**src/slot_state_ring_buffer_core_assert.svh**
```systemverilog
// Assertion macros for the slot state ring buffer.
// Every macro samples on clk and is held off while arst_n is low.
`ifndef SLOT_STATE_RING_BUFFER_CORE_ASSERT_SVH
`define SLOT_STATE_RING_BUFFER_CORE_ASSERT_SVH

// The consequent must hold in the same cycle as the antecedent.
`define SSRB_ASSERT_SAME(label, ante, cons, msg) \
	label: assert property (@(posedge clk) disable iff (!arst_n) (ante) |-> (cons)) \
		else $error(msg);

// The consequent must hold in the cycle after the antecedent.
`define SSRB_ASSERT_NEXT(label, ante, cons, msg) \
	label: assert property (@(posedge clk) disable iff (!arst_n) (ante) |=> (cons)) \
		else $error(msg);

`endif

```
**src/ssrb_pkg.sv**
```systemverilog
// Shared types and constants for the slot state ring buffer.
// Used by the controller, the datapath and the top level; no dependencies.
package ssrb_pkg;

	localparam int OP_W    = 3;
	localparam int IDX_W   = 4;
	localparam int DATA_W  = 64;
	localparam int CNT_W   = 32;
	localparam int EMPTY_W = 5;

	// Operation codes; codes above OP_RD_DONE do nothing
	typedef enum logic [OP_W-1:0] {
		OP_WR_BEGIN  = 3'd0,
		OP_WR_COMMIT = 3'd1,
		OP_WR_ABORT  = 3'd2,
		OP_RD_BEGIN  = 3'd3,
		OP_RD_DONE   = 3'd4
	} op_t;

	// Per-slot phase
	typedef enum logic [1:0] {
		PH_EMPTY   = 2'd0,
		PH_WRITING = 2'd1,
		PH_READY   = 2'd2,
		PH_READING = 2'd3
	} phase_t;

	// Controller states
	typedef enum logic [1:0] {
		ST_CLEAR,
		ST_IDLE,
		ST_EXEC
	} ctrl_state_t;

	// Controller to datapath
	typedef struct packed {
		logic clear_step; // write one empty phase during the clearing pass
		logic capture;    // take an input beat and read its slot
		logic exec;       // apply the op and load the output register
	} cmd_t;

	// Datapath to controller
	typedef struct packed {
		logic clear_last; // clearing pass is at the last slot
		logic out_free;   // output register can take a result this cycle
	} sts_t;

	// Counter that sticks at all ones
	function automatic logic [CNT_W-1:0] sat_inc(input logic [CNT_W-1:0] v);
		return (v == '1) ? v : v + 1'b1;
	endfunction

endpackage

```
**src/ssrb_ctrl.sv**
```systemverilog
// Controller state machine for the slot state ring buffer.
// Depends on ssrb_pkg; drives the datapath by cmd_t, watches sts_t.
module ssrb_ctrl (
	input  logic             clk,
	input  logic             arst_n,
	input  logic             in_valid,
	output logic             in_ready,
	input  ssrb_pkg::sts_t   sts,
	output ssrb_pkg::cmd_t   cmd
);
	import ssrb_pkg::*;

	ctrl_state_t state_q, state_next;

	// State register
	always_ff @(posedge clk or negedge arst_n) begin
		if (!arst_n) begin
			state_q <= ST_CLEAR;
		end else begin
			state_q <= state_next;
		end
	end

	// Next state and commands
	always_comb begin
		state_next = state_q;
		cmd        = '0;
		in_ready   = 1'b0;
		case (state_q)
			ST_CLEAR: begin
				cmd.clear_step = 1'b1;
				if (sts.clear_last) begin
					state_next = ST_IDLE;
				end
			end
			ST_IDLE: begin
				in_ready = 1'b1;
				if (in_valid) begin
					cmd.capture = 1'b1;
					state_next  = ST_EXEC;
				end
			end
			ST_EXEC: begin
				// wait here while an older result is still unread
				if (sts.out_free) begin
					cmd.exec   = 1'b1;
					state_next = ST_IDLE;
				end
			end
			default: begin
				state_next = ST_CLEAR;
			end
		endcase
	end

endmodule

```
**src/ssrb_dp.sv**
```systemverilog
// Datapath for the slot state ring buffer: slot memories, pointers,
// counters and the output register. Depends on ssrb_pkg; run by ssrb_ctrl.
module ssrb_dp #(
	parameter int SLOT_COUNT = 16
) (
	input  logic                          clk,
	input  logic                          arst_n,
	input  ssrb_pkg::cmd_t                cmd,
	output ssrb_pkg::sts_t                sts,
	input  logic [ssrb_pkg::OP_W-1:0]     op,
	input  logic [ssrb_pkg::IDX_W-1:0]    slot_index,
	input  logic [ssrb_pkg::DATA_W-1:0]   frame_handle,
	input  logic [ssrb_pkg::DATA_W-1:0]   time_stamp,
	output logic                          out_valid,
	input  logic                          out_ready,
	output logic                          ok,
	output logic [ssrb_pkg::IDX_W-1:0]    granted_slot,
	output logic [ssrb_pkg::DATA_W-1:0]   out_frame,
	output logic [ssrb_pkg::DATA_W-1:0]   out_time,
	output logic [ssrb_pkg::EMPTY_W-1:0]  empty_count,
	output logic [ssrb_pkg::CNT_W-1:0]    written_count,
	output logic [ssrb_pkg::CNT_W-1:0]    read_count,
	output logic [ssrb_pkg::CNT_W-1:0]    write_fail_count,
	output logic [ssrb_pkg::CNT_W-1:0]    read_fail_count
);
	import ssrb_pkg::*;

	localparam int PTR_W   = (SLOT_COUNT > 1) ? $clog2(SLOT_COUNT) : 1;
	localparam int ECNT_W  = $clog2(SLOT_COUNT + 1);
	localparam int IXW     = (PTR_W > IDX_W) ? PTR_W : IDX_W;
	localparam int EXW     = (ECNT_W > EMPTY_W) ? ECNT_W : EMPTY_W;
	localparam logic [PTR_W-1:0] PtrLast = PTR_W'(SLOT_COUNT - 1);

	// Slot memories
	phase_t              phase_mem [SLOT_COUNT];
	logic [DATA_W-1:0]   frame_mem [SLOT_COUNT];
	logic [DATA_W-1:0]   time_mem  [SLOT_COUNT];

	// Control state
	logic [PTR_W-1:0]    wp_q, rp_q, clr_q;
	logic [ECNT_W-1:0]   empty_q;
	logic [CNT_W-1:0]    commits_q, reads_q, wr_fail_q, rd_fail_q;
	logic                out_valid_q;

	// Captured beat and slot read data
	logic [OP_W-1:0]     op_s1;
	logic [IDX_W-1:0]    idx_s1;
	logic                idx_ok_s1;
	logic [PTR_W-1:0]    addr_s1;
	logic [DATA_W-1:0]   frame_s1, time_s1;
	phase_t              phase_s1;
	logic [DATA_W-1:0]   frame_rd_s1, time_rd_s1;

	// Output register payload
	logic                ok_q;
	logic [IDX_W-1:0]    granted_q;
	logic [DATA_W-1:0]   frame_out_q, time_out_q;
	logic [EMPTY_W-1:0]  empty_out_q;

	// Capture-side address and range check
	logic [IXW-1:0]      idx_ext;
	logic [PTR_W-1:0]    cap_addr;
	logic                idx_ok;

	// Execute-side results
	logic                ph_we, data_we, ok_n;
	phase_t              ph_wdata;
	logic [PTR_W-1:0]    wp_n, rp_n;
	logic [ECNT_W-1:0]   empty_n;
	logic [CNT_W-1:0]    commits_n, reads_n, wr_fail_n, rd_fail_n;
	logic [DATA_W-1:0]   frame_o_n, time_o_n;
	logic [IDX_W-1:0]    granted_n;
	logic [IXW-1:0]      addr_ext;
	logic [EXW-1:0]      empty_ext;

	assign idx_ext   = IXW'(slot_index);
	assign idx_ok    = (32'(slot_index) < SLOT_COUNT);
	assign addr_ext  = IXW'(addr_s1);
	assign empty_ext = EXW'(empty_n);

	// Slot addressed by the incoming op
	always_comb begin
		case (op)
			OP_WR_BEGIN: cap_addr = wp_q;
			OP_RD_BEGIN: cap_addr = rp_q;
			default:     cap_addr = idx_ext[PTR_W-1:0];
		endcase
	end

	// Capture the beat
	always_ff @(posedge clk) begin
		if (cmd.capture) begin
			op_s1     <= op;
			idx_s1    <= slot_index;
			idx_ok_s1 <= idx_ok;
			addr_s1   <= cap_addr;
			frame_s1  <= frame_handle;
			time_s1   <= time_stamp;
		end
	end

	// Phase memory: registered read on capture, write on clear or execute
	always_ff @(posedge clk) begin
		if (cmd.capture) begin
			phase_s1 <= phase_mem[cap_addr];
		end
		if (cmd.clear_step) begin
			phase_mem[clr_q] <= PH_EMPTY;
		end else if (ph_we) begin
			phase_mem[addr_s1] <= ph_wdata;
		end
	end

	// Frame and timestamp memories; a ready slot always holds committed data
	always_ff @(posedge clk) begin
		if (cmd.capture) begin
			frame_rd_s1 <= frame_mem[cap_addr];
			time_rd_s1  <= time_mem[cap_addr];
		end
		if (data_we) begin
			frame_mem[addr_s1] <= frame_s1;
			time_mem[addr_s1]  <= time_s1;
		end
	end

	// Apply the captured op
	always_comb begin
		ph_we     = 1'b0;
		data_we   = 1'b0;
		ph_wdata  = PH_EMPTY;
		ok_n      = 1'b1;
		granted_n = idx_s1;
		frame_o_n = '0;
		time_o_n  = '0;
		wp_n      = wp_q;
		rp_n      = rp_q;
		empty_n   = empty_q;
		commits_n = commits_q;
		reads_n   = reads_q;
		wr_fail_n = wr_fail_q;
		rd_fail_n = rd_fail_q;
		case (op_s1)
			OP_WR_BEGIN: begin
				granted_n = addr_ext[IDX_W-1:0];
				if (phase_s1 == PH_EMPTY) begin
					ph_we    = 1'b1;
					ph_wdata = PH_WRITING;
					empty_n  = empty_q - 1'b1;
					wp_n     = (wp_q == PtrLast) ? '0 : wp_q + 1'b1;
				end else begin
					ok_n      = 1'b0;
					wr_fail_n = sat_inc(wr_fail_q);
				end
			end
			OP_WR_COMMIT: begin
				if (idx_ok_s1) begin
					ph_we     = 1'b1;
					data_we   = 1'b1;
					ph_wdata  = PH_READY;
					commits_n = sat_inc(commits_q);
					if (phase_s1 == PH_EMPTY) begin
						empty_n = empty_q - 1'b1;
					end
				end
			end
			OP_WR_ABORT, OP_RD_DONE: begin
				if (idx_ok_s1) begin
					ph_we    = 1'b1;
					ph_wdata = PH_EMPTY;
					if (phase_s1 != PH_EMPTY) begin
						empty_n = empty_q + 1'b1;
					end
				end
			end
			OP_RD_BEGIN: begin
				granted_n = addr_ext[IDX_W-1:0];
				if (phase_s1 == PH_READY) begin
					ph_we     = 1'b1;
					ph_wdata  = PH_READING;
					frame_o_n = frame_rd_s1;
					time_o_n  = time_rd_s1;
					reads_n   = sat_inc(reads_q);
					rp_n      = (rp_q == PtrLast) ? '0 : rp_q + 1'b1;
				end else begin
					ok_n      = 1'b0;
					rd_fail_n = sat_inc(rd_fail_q);
				end
			end
			default: begin
			end
		endcase
		if (!cmd.exec) begin
			ph_we   = 1'b0;
			data_we = 1'b0;
		end
	end

	// Pointers, counters, clearing counter and output valid
	always_ff @(posedge clk or negedge arst_n) begin
		if (!arst_n) begin
			wp_q        <= '0;
			rp_q        <= '0;
			clr_q       <= '0;
			empty_q     <= ECNT_W'(SLOT_COUNT);
			commits_q   <= '0;
			reads_q     <= '0;
			wr_fail_q   <= '0;
			rd_fail_q   <= '0;
			out_valid_q <= 1'b0;
		end else begin
			if (cmd.clear_step) begin
				clr_q <= (clr_q == PtrLast) ? '0 : clr_q + 1'b1;
			end
			if (cmd.exec) begin
				wp_q      <= wp_n;
				rp_q      <= rp_n;
				empty_q   <= empty_n;
				commits_q <= commits_n;
				reads_q   <= reads_n;
				wr_fail_q <= wr_fail_n;
				rd_fail_q <= rd_fail_n;
			end
			if (cmd.exec) begin
				out_valid_q <= 1'b1;
			end else if (out_ready) begin
				out_valid_q <= 1'b0;
			end
		end
	end

	// Output register payload
	always_ff @(posedge clk) begin
		if (cmd.exec) begin
			ok_q        <= ok_n;
			granted_q   <= granted_n;
			frame_out_q <= frame_o_n;
			time_out_q  <= time_o_n;
			empty_out_q <= empty_ext[EMPTY_W-1:0];
		end
	end

	assign sts = '{clear_last: (clr_q == PtrLast), out_free: (!out_valid_q || out_ready)};

	assign out_valid        = out_valid_q;
	assign ok               = ok_q;
	assign granted_slot     = granted_q;
	assign out_frame        = frame_out_q;
	assign out_time         = time_out_q;
	assign empty_count      = empty_out_q;
	assign written_count    = commits_q;
	assign read_count       = reads_q;
	assign write_fail_count = wr_fail_q;
	assign read_fail_count  = rd_fail_q;

endmodule

```
**src/slot_state_ring_buffer_core.sv**
```systemverilog
// Top level of the slot state ring buffer: controller plus datapath.
// Depends on ssrb_pkg, ssrb_ctrl, ssrb_dp and the assertion macro header.
//
//   channel | handshake           | payload
//   --------+---------------------+------------------------------------------
//   input   | in_valid / in_ready | op, slot_index, frame_handle, time_stamp
//   output  | out_valid/out_ready | ok, granted_slot, out_frame, out_time,
//           |                     | empty_count, written_count, read_count,
//           |                     | write_fail_count, read_fail_count
//
// A beat is taken in idle, and its slot's phase and data are read from memory
// into registers; in execute the op is applied and the result lands in the
// output register. No new beat is taken until the last one has executed.
// After reset a clearing pass empties the phase memory with in_ready low.
// A result still waiting in the output register holds the next beat in
// execute until out_ready frees the register.
`include "slot_state_ring_buffer_core_assert.svh"

module slot_state_ring_buffer_core #(
	parameter int SLOT_COUNT = 16
) (
	input  logic                          clk,
	input  logic                          arst_n,
	input  logic                          in_valid,
	output logic                          in_ready,
	input  logic [ssrb_pkg::OP_W-1:0]     op,
	input  logic [ssrb_pkg::IDX_W-1:0]    slot_index,
	input  logic [ssrb_pkg::DATA_W-1:0]   frame_handle,
	input  logic [ssrb_pkg::DATA_W-1:0]   time_stamp,
	output logic                          out_valid,
	input  logic                          out_ready,
	output logic                          ok,
	output logic [ssrb_pkg::IDX_W-1:0]    granted_slot,
	output logic [ssrb_pkg::DATA_W-1:0]   out_frame,
	output logic [ssrb_pkg::DATA_W-1:0]   out_time,
	output logic [ssrb_pkg::EMPTY_W-1:0]  empty_count,
	output logic [ssrb_pkg::CNT_W-1:0]    written_count,
	output logic [ssrb_pkg::CNT_W-1:0]    read_count,
	output logic [ssrb_pkg::CNT_W-1:0]    write_fail_count,
	output logic [ssrb_pkg::CNT_W-1:0]    read_fail_count
);
	import ssrb_pkg::*;

	cmd_t cmd;
	sts_t sts;

	ssrb_ctrl u_ctrl (
		.clk      (clk),
		.arst_n   (arst_n),
		.in_valid (in_valid),
		.in_ready (in_ready),
		.sts      (sts),
		.cmd      (cmd)
	);

	ssrb_dp #(
		.SLOT_COUNT (SLOT_COUNT)
	) u_dp (
		.clk              (clk),
		.arst_n           (arst_n),
		.cmd              (cmd),
		.sts              (sts),
		.op               (op),
		.slot_index       (slot_index),
		.frame_handle     (frame_handle),
		.time_stamp       (time_stamp),
		.out_valid        (out_valid),
		.out_ready        (out_ready),
		.ok               (ok),
		.granted_slot     (granted_slot),
		.out_frame        (out_frame),
		.out_time         (out_time),
		.empty_count      (empty_count),
		.written_count    (written_count),
		.read_count       (read_count),
		.write_fail_count (write_fail_count),
		.read_fail_count  (read_fail_count)
	);

	// Only one op in flight between capture and execute
	`SSRB_ASSERT_NEXT(a_one_in_flight, in_valid && in_ready, !in_ready, "beat taken while busy")

	// A refused begin never carries slot data
	`SSRB_ASSERT_SAME(a_refused_no_data, out_valid && !ok, out_frame == '0 && out_time == '0, "refused op returned data")

	// A new result only appears after an execute step
	`SSRB_ASSERT_SAME(a_result_from_exec, $rose(out_valid), $past(cmd.exec), "result without execute")

	// No execute while the clearing pass runs
	`SSRB_ASSERT_SAME(a_no_exec_in_clear, cmd.clear_step, !cmd.exec && !cmd.capture, "op during clearing pass")

endmodule
```
**config.mk**
```make
export PLATFORM = sky130hd
export DESIGN_NAME = slot_state_ring_buffer_core
export DESIGN_NICKNAME = d
export VERILOG_FILES = /design/src/ssrb_pkg.sv /design/src/ssrb_ctrl.sv /design/src/ssrb_dp.sv /design/src/slot_state_ring_buffer_core.sv
export VERILOG_INCLUDE_DIRS = /design/src /design/src/src
export SDC_FILE = /design/constraint.sdc
export NUM_CORES = 2
export LEC_CHECK = 0
export BUFFER_PORTS_ARGS = -buffer_cell sky130_fd_sc_hd__buf_2
export CORE_ASPECT_RATIO = 1.25
export CORE_MARGIN = 10
export CORE_UTILIZATION = 30
export CTS_CLUSTER_SIZE = 30
export DETAILED_ROUTE_END_ITERATION = 7
export GPL_TIMING_DRIVEN = 0
export PLACE_DENSITY = 0.5
export SYNTH_ARGS = -nofsm -noshare
export SYNTH_HDL_FRONTEND = slang
export SYNTH_SLANG_ARGS = --single-unit
export TNS_END_PERCENT = 100
```
**constraint.sdc**
```tcl
create_clock -name clk -period 23.4 [get_ports clk]
set_input_delay 2.34 -clock clk [delete_from_list [all_inputs] [get_ports clk]]
set_output_delay 2.34 -clock clk [all_outputs]
set_load 0.01 [all_outputs]
```
# ---- Yosys cells after proc, flatten, opt, wreduce, memory -nomap -nowiden
# Memory sizes are Yosys's and may differ from the RTL's. A register that Yosys moved wholly into a read port is not among the register bits.
# Cells that the tools add are included.
# W data, S select, Z words.
dict set report word_totals {
  n_memories 3
  word_cells 117
  regBits 425
  mem_bits_rw 2080
  inputBits 139
  out_inout_bits 268
}
# name words word_bits read_ports rd_ports_with_merged_regs wr line_no
set mem_list {}
lappend mem_list {u_dp.frame_mem 16 64 1 1 1 ssrb_dp.sv:36} ;# logic [DATA_W-1:0] frame_mem [SLOT_COUNT];
lappend mem_list {u_dp.time_mem 16 64 1 1 1 ssrb_dp.sv:37} ;# logic [DATA_W-1:0] time_mem [SLOT_COUNT];
lappend mem_list {u_dp.phase_mem 16 2 1 1 1 ssrb_dp.sv:35} ;# phase_t phase_mem [SLOT_COUNT];
dict set report classes {
  n_reduce_logical 21
  n_eq_ne 18
  n_mux 40
  add_sub_neg 9
  bitwise_logic 6
}
# operator count
set ops {}
lappend ops {{$add A32 B1 Y32 const B} 4}
lappend ops {{$eq A32 B32 Y1 const B} 4}
lappend ops {{$mux W1} 22}
lappend ops {{$mux W4} 5}
lappend ops {{$add A4 B1 Y4 const B} 3}
lappend ops {{$eq A4 B4 Y1 const B} 3}
lappend ops {{$pmux W2 S3} 2}
lappend ops {{$reduce_and A3 Y1} 4}
lappend ops {{$reduce_and A4 Y1} 3}
lappend ops {{$mux W2} 5}
lappend ops {{$mux W5} 2}
lappend ops {{$pmux W5 S2} 1}
lappend ops {{$eq A3 B2 Y1 const B} 3}
lappend ops {{$pmux W4 S2} 1}
lappend ops {{$reduce_or A2 Y1} 4}
lappend ops {{$logic_not A3 Y1} 2}
lappend ops {{$ne A2 B2 Y1 const B} 3}
lappend ops {{$not A1 Y1} 6}
lappend ops {{$add A5 B1 Y5 const B} 1}
lappend ops {{$sub A5 B1 Y5 const B} 1}
lappend ops {{$eq A2 B2 Y1 const B} 2}
lappend ops {{$logic_not A2 Y1} 2}
lappend ops {{$reduce_bool A2 Y1} 2}
lappend ops {{$eq A3 B1 Y1 const B} 1}
lappend ops {{other kinds (8)} 8}

# ---- Logic depth before layout (Yosys ltp)
dict set report depth {
  word_depth 10
  depth_mapped 12
}

# ---- By module
# From an unflattened synthesis, not the netlist that was laid out.
dict set report hier_totals {
  hier_cells 5332
  hier_area_um2 100508.9
}
# mod cells_each seq_area_each_um2 area_per_inst_um2 instances
set modules_own_cells {}
lappend modules_own_cells {ssrb_dp 5320 78336.4 100393.8 1}
lappend modules_own_cells {ssrb_ctrl 12 50.0 115.1 1}

# ---- Worst setup path after synthesis
# OpenSTA, ideal clock, no wires.
dict set report synth_path {
  kind {input -> register}
  from {in out_ready}
  to {mem u_dp.frame_mem[0][0], enable pin}
  path_buffers 0
  arrival_time_ps 11967
  cell_stages 5
  setup_slack_ps 10662
  required_ps 22628
  cell_sequence {nor2b_1 nor4_2 inv_1 or3_1 nor3_1}
}
dict set report synth_via {
  elab_chain_cells 6
}
# element line_no
set synth_rtl {}
lappend synth_rtl {{start, declared} slot_state_ring_buffer_core.sv:31} ;# input logic out_ready,
lappend synth_rtl {{$logic_or A1 B1 Y1} ssrb_dp.sv:242} ;# assign sts = '{clear_last: (clr_q == PtrLast), out_free: (!out_valid_q || out_ready)};
lappend synth_rtl {{$mux W1} ssrb_ctrl.sv:45} ;# if (sts.out_free) begin
lappend synth_rtl {{$mux W1} ssrb_ctrl.sv:29} ;# case (state_q)
lappend synth_rtl {{$mux W1} ssrb_dp.sv:192} ;# if (!cmd.exec) begin
lappend synth_rtl {{$mux W1} ssrb_dp.sv:120} ;# if (data_we) begin
lappend synth_rtl {{$mux W1 (implied by the code)} ssrb_dp.sv:121} ;# frame_mem[addr_s1] <= frame_s1;
lappend synth_rtl {{end, declared} ssrb_dp.sv:36}
# Every way passes these cells.

# ---- Worst setup path in the final report
dict set report layout_path {
  from {in op[2] (netlist bit)}
  to {reg u_dp.time_rd_s1[7], read port of u_dp.time_mem (data pin)}
}
dict set report layout_via {
  elab_chain_cells 2
  elab_cells_between_ends 3
  cone_classes {eq/ne: 1; mux: 1; reduce/logical: 1}
}
# element line_no
set layout_rtl {}
lappend layout_rtl {{start, declared} slot_state_ring_buffer_core.sv:26} ;# input logic [ssrb_pkg::OP_W-1:0] op,
lappend layout_rtl {{$eq A3 B2 Y1 or $logic_not A3 Y1 (tied branches)} ssrb_dp.sv:83} ;# case (op)
lappend layout_rtl {{$pmux W4 S2 (*)} ssrb_dp.sv:83}
lappend layout_rtl {{end, declared} ssrb_dp.sv:52} ;# logic [DATA_W-1:0] frame_rd_s1, time_rd_s1;
# Every way passes the cells marked *; elsewhere a longest branch is shown, timed or not.
# A chain may end at the register's enable or synchronous reset.

==> metrics.txt <==
final hold violation count=0; critical path, cell by cell=buf_2, buf_2, nand4b_1, o21ai_0, nor3_2, inv_1, nand2_1, clkbuf_2, clkbuf_1, o221ai_1; cells resized by post-CTS repair=0; Cell variety after synth=between 60 and 70; clock buffer count from CTS=just under 300; Synth Cell Area=101000 um^2; Vias/cell=5.00; Initial DRC Count=5686; RSZ-0062 raised after global routing=no; CTS Root Buffer Type=clkbuf_16; H-tree depth=5; number of vias after detailed routing=63019; fin crit share=0.282; top-area cell type share of the netlist area=0.740; IO buf count=approximately 410; WL per Instance=26.2 um; Setup Crit Path Kind=in -> reg; Rows=238; CP max stage delay=1.01 ns; register bit total from synthesis=between 2000 and 3000; Worst VDD drop=~0.000056 V; share of post-route cells with drive strength above 1=0.140; Placed Cells=12098; Cells after Synth=7081; fill cell count=~32000; most common cell after layout, fill and taps aside=edfxtp_1; Synthesis Warnings=0; EDFF count, synth=2487; Post-Layout Cell Count=12615; Worst Tran Pin Value=between 1.5 and 2 ns; sequential share of the synthesized area=0.777; die height=between 600 and 700 um; dpl cell area=roughly 110000 um^2; area taken by multi-input logic gates=20900 um^2; CP arrival=7.02 ns; initial core utilization=0.301; Final min period=6.61 ns; Rel. slew slack=-0.0588; f_max=151 MHz; Crit Path Max Fanout=10; core area=336000 um^2; WL final=331000 um; CP endpoint kind=register; post-route ant nets=0; Area contributors post-synth=edfxtp_1 74%, nand2_1 7.5%, dfrtp_1 3.6%, a21oi_1 2.4%, mux2i_1 2.0%; first-pass GRT wire length=between 400000 and 500000 um; total track usage=0.176; number of I/O pins=407; class of the worst hold path=reg -> reg; worst skew pair latency=0.91 ns; hold-fix buffers at CTS=0; drt pass-1 iters=8; failing checks=capacitance limit, slew limit; number of global-route vias before repair=62506; fin area=120000 um^2; total global routing overflow=0; chip width=539 um; dpl hpwl=228000 um; Top delay family on crit path=buffers and inverters; Clock Tree Buf Depth=4; register area=78400 um^2; Async SR Flop Fraction=0.0562; Req. time, crit path=roughly 24 ns; Worst Setup Start Kind=input pin; CTS sink cnt=between 2000 and 3000; Net Count, Synth=7229; initial antenna violation count=56; post-synthesis average cell area=~14 um^2; final core utilization=0.359; Yosys top cell by area=edfxtp_1; Main synth FF type=edfxtp_1; Nets=8099; die area=360000 um^2; status=finished with violations; buffer count from post-CTS setup fixing=0; RD Place Congestion=0.815; Slowest-stage cell, CP=clkbuf_1; max cap viols=3; clock-pin slew on the worst setup and hold paths=0.06 ns; Leakage=42.3 nW; most frequent cells in the layout=2487 x edfxtp_1, 2027 x nand2_1, 521 x buf_2; Setup Skew=0.102 ns; Slew Limit Fails=33; DRC violations left=0; Setup-failing EPs final=0; largest net degree at the start of global routing=76; Crit path top cell by count=buf_2; Pwr Density=just over 90 nW/um^2; TritonCTS clock tree=done; crit path buf inv count=5; synth-to-layout area growth=19.4%
-- cells in the mapped netlist, drive strengths merged, types with 88 or more instances --
cell    instances
a21oi         479
o221ai        113
a32oi         124
buf           133
a31oi         119
dfrtp         147
edfxtp       2487
and2          139
mux2i         200
nand2        2027
nor2          105
clkbuf        262
xnor2          88
nand3         336
-- state kept, by name, indices dropped and copies added, names as in the netlist, 5 cells and up --
register               count
u_dp.out_frame            64
u_dp.empty_q               5
u_dp.frame_s1             64
u_dp.frame_rd_s1          64
u_dp.read_fail_count      32
u_dp.written_count        32
u_dp.time_mem           1024
u_dp.time_s1              64
u_dp.write_fail_count     32
u_dp.frame_mem          1024
u_dp.out_time             64
u_dp.time_rd_s1           64
u_dp.read_count           32
u_dp.phase_mem            32
u_dp.empty_count           5
-- path summary, 6_finish.rpt --
kind | slack (ns) | start | endpoint | cells past startpoint
max in group asynchronous | 21.06 | arst_n | u_dp.written_count[11]$_DFFE_PN0P_ | 2
max | 16.79 | op[2] | u_dp.time_rd_s1[7]$_DFFE_PP_ | 10
max reg2reg | 18.16 | u_dp.rp_q[2]$_DFFE_PN0P_ | u_dp.time_rd_s1[7]$_DFFE_PP_ | 8
min reg2reg | 0.49 | u_dp.written_count[26]$_DFFE_PN0P_ | u_dp.written_count[26]$_DFFE_PN0P_ | 1
min | 0.49 | u_dp.written_count[26]$_DFFE_PN0P_ | u_dp.written_count[26]$_DFFE_PN0P_ | 1
min in group asynchronous | 1.45 | arst_n | u_dp.read_fail_count[19]$_DFFE_PN0P_ | 1
-- power breakdown --
part           internal, mW  switching [mW]  total, mW  leakage [nW]
combinational         0.266           0.729      0.995          13.6
clock                  2.48            1.88       4.36          4.29
sequential             5.43           0.196       5.63          24.4
total                  8.18            2.81       11.0          42.3
-- routing by layer --
metal / routed length, um / track usage / up-vias / part of all wire
met5: 132 / 0 / - / 0.00040
met4: 12900 / 0.0611 / 18 / 0.039
met3: 26200 / 0.0417 / 579 / 0.079
met2: 159000 / 0.299 / 2561 / 0.48
met1: 133000 / 0.221 / 32011 / 0.40
li1: - / - / 27850 / -
-- per-stage QoR --
stage / hold WS [ns] / worst slack [ns] / total power [mW] / TNS [ns]
5_1_grt: 0.512 / 16.76 / 11.4 / 0
4_1_cts: 0.492 / 16.88 / 11.1 / 0
2_1_floorplan: 0.456 / 10.66 / 6.16 / 0
3_3_place_gp: 0.473 / -2.19 / 6.73 / -856.41
6_report: 0.491 / 16.79 / 11.0 / 0
3_5_place_dp: 0.480 / 15.99 / 6.73 / 0
-- area by class of cell --
| cell class | instances | share of cell area |
|---|---|---|
| Clock inverter | 133 | 0.0101 |
| Sequential cell | 2635 | 0.651 |
| Multi-Input combinational cell | 4029 | 0.174 |
| Clock buffer | 361 | 0.0631 |
| Inverter | 22 | 0.000727 |
| Tap cell | 4440 | 0.0461 |
| Antenna cell | 21 | 0.000436 |
| Timing Repair Buffer | 579 | 0.0415 |
| Buffer | 395 | 0.0138 |
-- cells by family (layout without fill, tap and decap cells) --
family / after synthesis / after routing / synth area share
compound gates: 924 / 924 / 0.0581
xor+xnor: 132 / 132 / 0.0115
fa+ha+maj: 9 / 9 / 0.00112
buf+inv: 417 / 1490 / 0.0171
flops: 2635 / 2635 / 0.777
mux: 209 / 209 / 0.0208
other cells: 0 / 21 / 0
simple gates: 2755 / 2755 / 0.114
Note: power is estimated with default switching activity, not from simulation.
